[src/hw/rtl/hcbp_pkg.sv]
// ----------------------------------------------------------------------------
// hcbp_pkg
// Shared widths, action codes and controller/datapath command types for the
// Huffman code bit packer.
// ----------------------------------------------------------------------------
package hcbp_pkg;

   localparam int ACTION_W = 2;
   localparam int SYMBOL_W = 8;
   localparam int CODE_W   = 32;
   localparam int LENGTH_W = 6;
   localparam int BYTE_W   = 8;
   localparam int PAD_W    = 3;
   localparam int PEND_W   = 7;

   localparam int DEF_MAX_CODE_LEN = 32;
   localparam int DEF_NUM_SYMBOLS  = 256;

   localparam logic [ACTION_W-1:0] ACT_LOAD   = 2'd0;
   localparam logic [ACTION_W-1:0] ACT_ENCODE = 2'd1;
   localparam logic [ACTION_W-1:0] ACT_FLUSH  = 2'd2;

   typedef struct packed {
      logic wr_entry;
      logic rd_entry;
      logic merge;
      logic emit;
      logic flush;
   } hcbp_cmd_type;

   typedef struct packed {
      logic count_ge8;
   } hcbp_stat_type;

endpackage

[src/hw/rtl/hcbp_ctrl.sv]
// ----------------------------------------------------------------------------
// hcbp_ctrl
// Controller: request decode, sequencing of table read, merge and byte
// emission, and the response valid register.
// ----------------------------------------------------------------------------
module hcbp_ctrl #(
   parameter int NUM_SYMBOLS = hcbp_pkg::DEF_NUM_SYMBOLS
) (
   input  logic                          clock,
   input  logic                          reset,
   input  logic                          req_valid,
   input  logic [hcbp_pkg::ACTION_W-1:0] req_action,
   input  logic [hcbp_pkg::SYMBOL_W-1:0] req_symbol,
   output logic                          req_ready,
   input  logic                          rsp_ready,
   output logic                          rsp_valid,
   input  hcbp_pkg::hcbp_stat_type       stat,
   output hcbp_pkg::hcbp_cmd_type        cmd
);
   import hcbp_pkg::*;

   localparam int STATE_W = 2;
   localparam logic [STATE_W-1:0] S_IDLE  = 2'd0;
   localparam logic [STATE_W-1:0] S_MERGE = 2'd1;
   localparam logic [STATE_W-1:0] S_EMIT  = 2'd2;
   localparam logic [STATE_W-1:0] S_FLUSH = 2'd3;

   logic [STATE_W-1:0] state_ff, state_in;
   logic               rsp_valid_ff, rsp_valid_in;
   logic               sym_ok;
   logic               slot_free;

   assign sym_ok    = {1'b0, req_symbol} < (SYMBOL_W+1)'(NUM_SYMBOLS);
   assign slot_free = !rsp_valid_ff || rsp_ready;

   always_comb begin
      state_in  = state_ff;
      req_ready = 1'b0;
      cmd       = '0;
      unique case (state_ff)
         S_IDLE: begin
            req_ready = 1'b1;
            if (req_valid) begin
               unique case (req_action)
                  ACT_LOAD: begin
                     cmd.wr_entry = sym_ok;
                  end
                  ACT_ENCODE: begin
                     if (sym_ok) begin
                        cmd.rd_entry = 1'b1;
                        state_in     = S_MERGE;
                     end
                  end
                  ACT_FLUSH: begin
                     state_in = S_FLUSH;
                  end
                  default: begin
                  end
               endcase
            end
         end
         S_MERGE: begin
            cmd.merge = 1'b1;
            state_in  = S_EMIT;
         end
         S_EMIT: begin
            if (!stat.count_ge8) begin
               state_in = S_IDLE;
            end else if (slot_free) begin
               cmd.emit = 1'b1;
            end
         end
         S_FLUSH: begin
            if (slot_free) begin
               cmd.flush = 1'b1;
               state_in  = S_IDLE;
            end
         end
         default: begin
            state_in = S_IDLE;
         end
      endcase
   end

   always_comb begin
      if (cmd.emit || cmd.flush) begin
         rsp_valid_in = 1'b1;
      end else if (rsp_ready) begin
         rsp_valid_in = 1'b0;
      end else begin
         rsp_valid_in = rsp_valid_ff;
      end
   end

   always_ff @(posedge clock) begin
      if (reset) begin
         state_ff     <= S_IDLE;
         rsp_valid_ff <= 1'b0;
      end else begin
         state_ff     <= state_in;
         rsp_valid_ff <= rsp_valid_in;
      end
   end

   assign rsp_valid = rsp_valid_ff;

`ifndef SYNTHESIS
   a_idle_no_full_byte: assert property (@(posedge clock) disable iff (reset)
      (state_ff == S_IDLE) |-> !stat.count_ge8)
      else $error("full byte left pending while idle");

   a_encode_to_merge: assert property (@(posedge clock) disable iff (reset)
      (req_valid && req_ready && req_action == ACT_ENCODE && sym_ok)
      |=> (state_ff == S_MERGE))
      else $error("encode transfer did not start a merge");

   a_emit_slot_free: assert property (@(posedge clock) disable iff (reset)
      (cmd.emit || cmd.flush) |-> (!rsp_valid_ff || rsp_ready))
      else $error("response overwritten before transfer");

   a_load_no_wait: assert property (@(posedge clock) disable iff (reset)
      (req_valid && req_ready && req_action == ACT_LOAD) |=> (state_ff == S_IDLE))
      else $error("codebook load left idle");
`endif

endmodule

[config.mk]
export PLATFORM = sky130hd
export DESIGN_NAME = hcbp_ctrl
export DESIGN_NICKNAME = d
export VERILOG_FILES = /design/src/hw/rtl/hcbp_pkg.sv /design/src/hw/rtl/hcbp_ctrl.sv
export SDC_FILE = /design/constraint.sdc
export NUM_CORES = 1
export LEC_CHECK = 0
export BUFFER_PORTS_ARGS = -buffer_cell sky130_fd_sc_hd__buf_2
export CAP_MARGIN = 30
export CORE_AREA = 5 5 42 44
export DETAILED_ROUTE_END_ITERATION = 7
export DIE_AREA = 0 0 47 49
export MAX_ROUTING_LAYER = met4
export PLACE_DENSITY = 0.41
export SETUP_SLACK_MARGIN = 0.1
export SLEW_MARGIN = 10
export SYNTH_ARGS = -nofsm -noshare
export SYNTH_HDL_FRONTEND = slang
export SYNTH_SLANG_ARGS = --single-unit
export TNS_END_PERCENT = 10
[constraint.sdc]
create_clock -name clock -period 1.43 [get_ports clock]
set_input_delay 0.0715 -clock clock [delete_from_list [all_inputs] [get_ports clock]]
set_output_delay 0.0715 -clock clock [all_outputs]
set_load 0.03 [all_outputs]
# Yosys cells after proc, flatten, opt, wreduce, memory -nomap -nowiden
# Cells that the tools add are included.
# word_totals
regBits	3
out_inout_bits	7
elab_cells	35
# op_classes
eq_ne	9
muxes	17
reduce_logical	7
# ops
operator	n
two-way mux 1 bit	10
two-way mux 2 bit	5
case mux 2 bit (4 select lines)	1
== test 2 bit, second input constant	3
inequality test 2 bit, second input constant	3
== test 2 x 1 -> 1 bit, second input constant	2
logical NOT 2 bit	2
case mux 2 bit (2 select lines)	1
AND reduction 4 bit	1
inequality test 3 x 1 -> 1 bit, second input constant	1
logical OR 1 bit	2
nonzero test 2 bit	1
logical NOT 1 bit	1

# Depth between registers and ports, before layout
# Gate-level depths: netlist (run 1).
# depth
word_depth	7
ltp_mapped	3

# Worst setup path after synthesis (run 1)
# OpenSTA, ideal clock, no wires.
# synth_path
path_type	register -> output
startpoint	reg state_ff[1]
endpoint	out cmd[4] (netlist name)
arrival_time_ns	1.511
t_required_ns	1.359
path_slack_ns	-0.152
path_stages_with_launch	4
path_buffers	0
path_cell_list	dfxtp_1 nor2_2 nand2_2 nor3_1
# synth_rtl
element	line	source
start: declaration	hcbp_ctrl.sv:28	logic [STATE_W-1:0] state_ff, state_in;
start signal: assignment	hcbp_ctrl.sv:100	state_ff <= state_in;
end: declaration	hcbp_ctrl.sv:18	output hcbp_pkg::hcbp_cmd_type cmd

==> results.cfg, run 1 <==
[sta]
setup_violations = 0
tightest_slew_ns = 0.168
fin_crit_ns = 1.23
rsz0062_at_grt = no
setup_ws_ns = 0.199
min_period_over_period = 0.861
slew_headroom = 0.885
slew_viol_final = 0
max_freq_ghz = 0.812
finalSetupTns_ns = 0
hold_viol = 0
fin_skew_ns = 0.000964

[pwr]
power.leakage_nw = 0.151
p_per_area_mw_per_mm2 = 1010
ir_drop_mv = 0.723

[clocking]
clk_latency_ns = 0.23
cts_buffers = 3
ctsHtreeMaxLevel = 1
cts_tree = built
cts-root-buf = clkbuf_4
clk_path_buf_depth = 2
numClockSinks = 3
cts.clk_slew.worst_paths_ns = 0.04
cts_hold_buf = 0

[drt]
wl_met2_um = 180
wirelength_um = 558
highest_layer = met3
wl_met3_um = 85
vias = 230
ant_nets = 0
wl_met1_um = 292
route.detailed.drc = 0
post_drt_wl_per_cell_um = 10.1
vias_per_cell = 4.18
drt_pass1_iterations = 2
drt_iter0_markers = 7

[placement]
dp_cells = 50
io_buffers = 13
gp_congestion = 0.668
dp_hpwl_um = 433
dp_slack_ns = 0.301

[synth]
synth.yosys.seq_area_share = 0.306
synth_seq_cells = 3
synth_area_um2 = 196
synth_warnings = 0
synth_nets = 36
ys_types = 17
syn_avg_cell_area_um2 = 9.35
syn-instance-count = 21

[critical_path]
r2r_start = rsp_valid
crit_required_ns = 1.36
worst-path-max-fanout = 7
cp.arrival_ns = 1.16
worstSetupStartpointType = flop
crit_end = cmd[3]
reg2reg_depth = 3
endpoint_kind = output pin
path_class = flop to output pin
worst-r2r-setup-slack_ns = 0.51
crit_path_start = state_ff[0]
r2r_end = state_ff[1]

[die]
die-area_mm2 = 0.00230
core_area_mm2 = 0.00140
fp.dieW_um = 47
start_util = 0.140
rows = 14
io_pins = 22
die_h_um = 49

[global_routing]
grt_pass1_wl_um = 972
grt.overflow.total = 0
grt_max_degree = 8
grt.total_usage = 0.0642
grt_pass1_vias = 226
antenna_found_initial = 0

[finish]
diodes = 0
drive_gt1_frac = 0.692
nFillCells = 167
seq_area_um2 = 65.1
multi_input_area_um2 = 146
fin_nets = 55
instances_no_fill = 55
syn_to_final_growth_pct = 69.4

[flow_run]
max_cap_viol_count = 0

[run_status]
status = finished clean

[hold_path]
hold_path.class = input pin to flop
-- cells by family after synthesis --
kind of cell,Yosys count,share of synthesized area
AO/OA/AOI/OAI,4,0.153
flip-flops,3,0.306
XOR/XNOR,1,0.0446
multiplexers,1,0.0510
AND/OR/NAND/NOR,12,0.446
-- through the flow --
step / cell area, um^2 / total power, mW / hold slack, ns / utilization
detailed placement: 287 / 0.180 / 0.277 / 0.204
CTS: 320 / 0.341 / 0.0287 / 0.229
floorplan: 201 / 0.150 / 0.138 / -
global placement: 287 / 0.180 / 0.279 / 0.204
finish: 333 / 0.336 / 0.0307 / 0.238
global route: 333 / 0.370 / 0.0338 / 0.238
-- flip-flops by register name, summed over array words and instances (netlist names) --
name and count:
state_ff 2, rsp_valid 1
-- Yosys cell counts --
cell type | instances | area, um^2
dfxtp_1 | 3 | 60.1
nand3b_1 | 1 | 7.51
mux2i_1 | 1 | 10.0
and3_2 | 1 | 7.51
a21oi_1 | 2 | 10.0
nor3b_2 | 1 | 12.5
nor2_2 | 1 | 6.26
xor2_1 | 1 | 8.76
a221oi_2 | 1 | 15.0
and4b_2 | 1 | 11.3
nand2b_1 | 1 | 6.26
nand2_2 | 1 | 6.26
nor2b_1 | 1 | 6.26
and2b_2 | 1 | 8.76
nor3_1 | 1 | 5.00
o21ai_1 | 1 | 5.00
nand3_1 | 2 | 10.0
-- cell usage in the layout (no fill, tap or decap), drive strengths merged --
master and count:
nand2 1, mux2i 1, nand3b 1, a221oi 1, nor3 1, and3 1, and4b 1, a21oi 2
clkbuf 4, buf 14, nand3 2, dfxtp 3, and2b 1, nor2 1, xor2 1, nand2b 1
o21ai 1, nor2b 1, nor3b 1
-- layer usage --
| layer | vias up | GRT usage |
|---|---|---|
| met1 | 98 | 0.0833 |
| met3 | 0 | 0.0554 |
| li1 | 116 | - |
| met2 | 16 | 0.0679 |
| met4 | 0 | 0.0276 |
| met5 | - | - |
-- cell type report --
type / instances / share of cell area
Multi-Input combinational cell: 18 / 0.440
Sequential cell: 3 / 0.195
Tap cell: 16 / 0.0602
Clock buffer: 4 / 0.0789
Timing Repair Buffer: 14 / 0.226
-- power by group --
group	internal [mW]	switching, mW
clock	0.105	0.0445
combinational	0.0366	0.0500
sequential	0.0899	0.0104
-- critical path: stages, from the launching register on --
cell and delay [ns]:
dfxtp_4 0.36, nor2_4 0.14, nand2_2 0.08, nor3b_2 0.17, buf_4 0.18
-- worst min-delay path by stage --
stage	end	cells past startpoint	startpoint
after detailed placement	state_ff[1]	2	reset
after floorplan	state_ff[1]	1	reset
final	state_ff[1]	2	reset
after global placement	state_ff[1]	2	reset
after CTS	state_ff[1]	2	reset
after global routing	state_ff[1]	2	reset
-- what timing repair did --
action | 4_1_cts | 5_1_grt
pin swaps | 0 | 1
resized for setup | 2 | 3
endpoints found under the setup margin | 1 | 2
setup buffers | 0 | 1
No activity file was read; power rests on OpenSTA's default activity.
==> run 2, diff against run 1 <==
==> constraint.sdc (replaced) <==
create_clock -name clock -period 1.43 [get_ports clock]
set_input_delay 0.143 -clock clock [delete_from_list [all_inputs] [get_ports clock]]
set_output_delay 0.143 -clock clock [all_outputs]
set_load 0.03 [all_outputs]
==> results.cfg, run 2 (same netlist as run 1, synthesis figures left out) <==
[run_status]
status = finished clean

[finish]
final_common_cell = buf_2
syn_to_final_growth_pct = 89.2
instances_no_fill = 57
final_cell_mix = 12 x buf_2, 3 x clkbuf_4, 3 x buf_4
nFillCells = 159
seq_area_um2 = 67.6
finish.utilization = 0.265
diodes = 0
drive_gt1_frac = 0.707
regMostFlops = state_ff
fin_nets = 57
multi_input_area_um2 = 164
largest_reg_flops = 2

[sta]
max_freq_ghz = 0.785
slew_headroom = 0.869
tightest_slew_ns = 0.192
finalSetupTns_ns = 0
hold_viol = 0
fin_skew_ns = 0.000482
slew_viol_final = 0
min_period_over_period = 0.890
setup_violations = 0
rsz0062_at_grt = yes
fin_crit_ns = 1.27

[global_routing]
grt_pass1_vias = 207
grt.total_usage = 0.0620
grt_max_degree = 8
grt_pass1_wl_um = 945
grt.overflow.total = 0
antenna_found_initial = 0

[drt]
route.detailed.drc = 0
vias_per_cell = 4.12
ant_nets = 0
wirelength_um = 612
wl_met1_um = 294
drt_pass1_iterations = 2
vias = 235
drt_iter0_markers = 8
highest_layer = met3
wl_met3_um = 97
post_drt_wl_per_cell_um = 10.7
wl_met2_um = 219

[die]
io_pins = 22
die_h_um = 49
die-area_mm2 = 0.00230
fp.dieW_um = 47
start_util = 0.140
rows = 14
core_area_mm2 = 0.00140

[pwr]
power.leakage_nw = 0.171
ir_drop_mv = 0.593
p_per_area_mw_per_mm2 = 956

[clocking]
cts-root-buf = clkbuf_4
numClockSinks = 3
clk_latency_ns = 0.24
cts_tree = built
cts_buffers = 3
ctsHtreeMaxLevel = 1
cts.clk_slew.worst_paths_ns = 0.04
clk_path_buf_depth = 2

[critical_path]
worstSetupStartpointType = flop
crit_required_ns = 1.29
path_class = flop to output pin
endpoint_kind = output pin
max_stage_delay_ns = 0.35
cp_cell_sequence = nor2_4, nand2_4, nor3b_4, buf_6
worst-path-max-fanout = 5
crit_slowest_cell = dfxtp_4
cp.arrival_ns = 1.13
reg2reg_depth = 3

[placement]
gp_congestion = 0.649
io_buffers = 13
dp_cells = 50

[hold_path]
hold_path.class = input pin to flop
worstHoldPathCells = 2

[flow_run]
max_cap_viol_count = 0
run 2: stage by stage:
stage | hold slack, ns | cell area [um^2] | power (mW) | setup slack, ns
finish | 0.0938 | 372 | 0.355 | 0.157
global route | 0.0880 | 372 | 0.387 | 0.0950
CTS | 0.0895 | 354 | 0.358 | 0.107
detailed placement | 0.350 | 304 | 0.189 | 0.227
global placement | 0.350 | 304 | 0.190 | 0.232
floorplan | 0.209 | 219 | 0.157 | 0.151
run 2: where the power goes:
group / switching [mW] / leakage (nW) / internal, mW
sequential: 0.00950 / 0.0259 / 0.0894
combinational: 0.0591 / 0.130 / 0.0466
clock: 0.0459 / 0.0150 / 0.105
run 2: critical path, delay by kind of cell (launching register included):
kind / cells / cell delay, ns
flops: 1 / 0.35
buf+inv: 1 / 0.15
simple gates: 3 / 0.39
run 2: per-layer routing:
metal,GRT usage,vias to the layer above
met5,-,-
met4,0.0138,0
met3,0.0664,0
met2,0.0588,17
met1,0.0853,99
li1,-,119
run 2: what timing repair did:
action                     in CTS  in global routing
pin swaps                       1                  3
gates resized for setup         6                  1
setup endpoints to repair       2                  2
hold buffers                    0                  0
setup buffers                   1                  2
run 2: path summary, 6_finish.rpt:
| kind | startpoint | to | slack (ns) |
|---|---|---|---|
| max | state_ff[1] | cmd[3] | 0.16 |
| min | reset | state_ff[1] | 0.09 |
| max reg2reg | rsp_valid | state_ff[1] | 0.48 |
| min reg2reg | rsp_valid | rsp_valid | 0.52 |
run 2: area by class of cell:
| type | count | share of cell area |
|---|---|---|
| flip-flops and latches | 3 | 0.182 |
| repair buffers | 16 | 0.253 |
| multi-input cells | 18 | 0.441 |
| clock buffers | 4 | 0.0707 |
| well taps | 16 | 0.0539 |
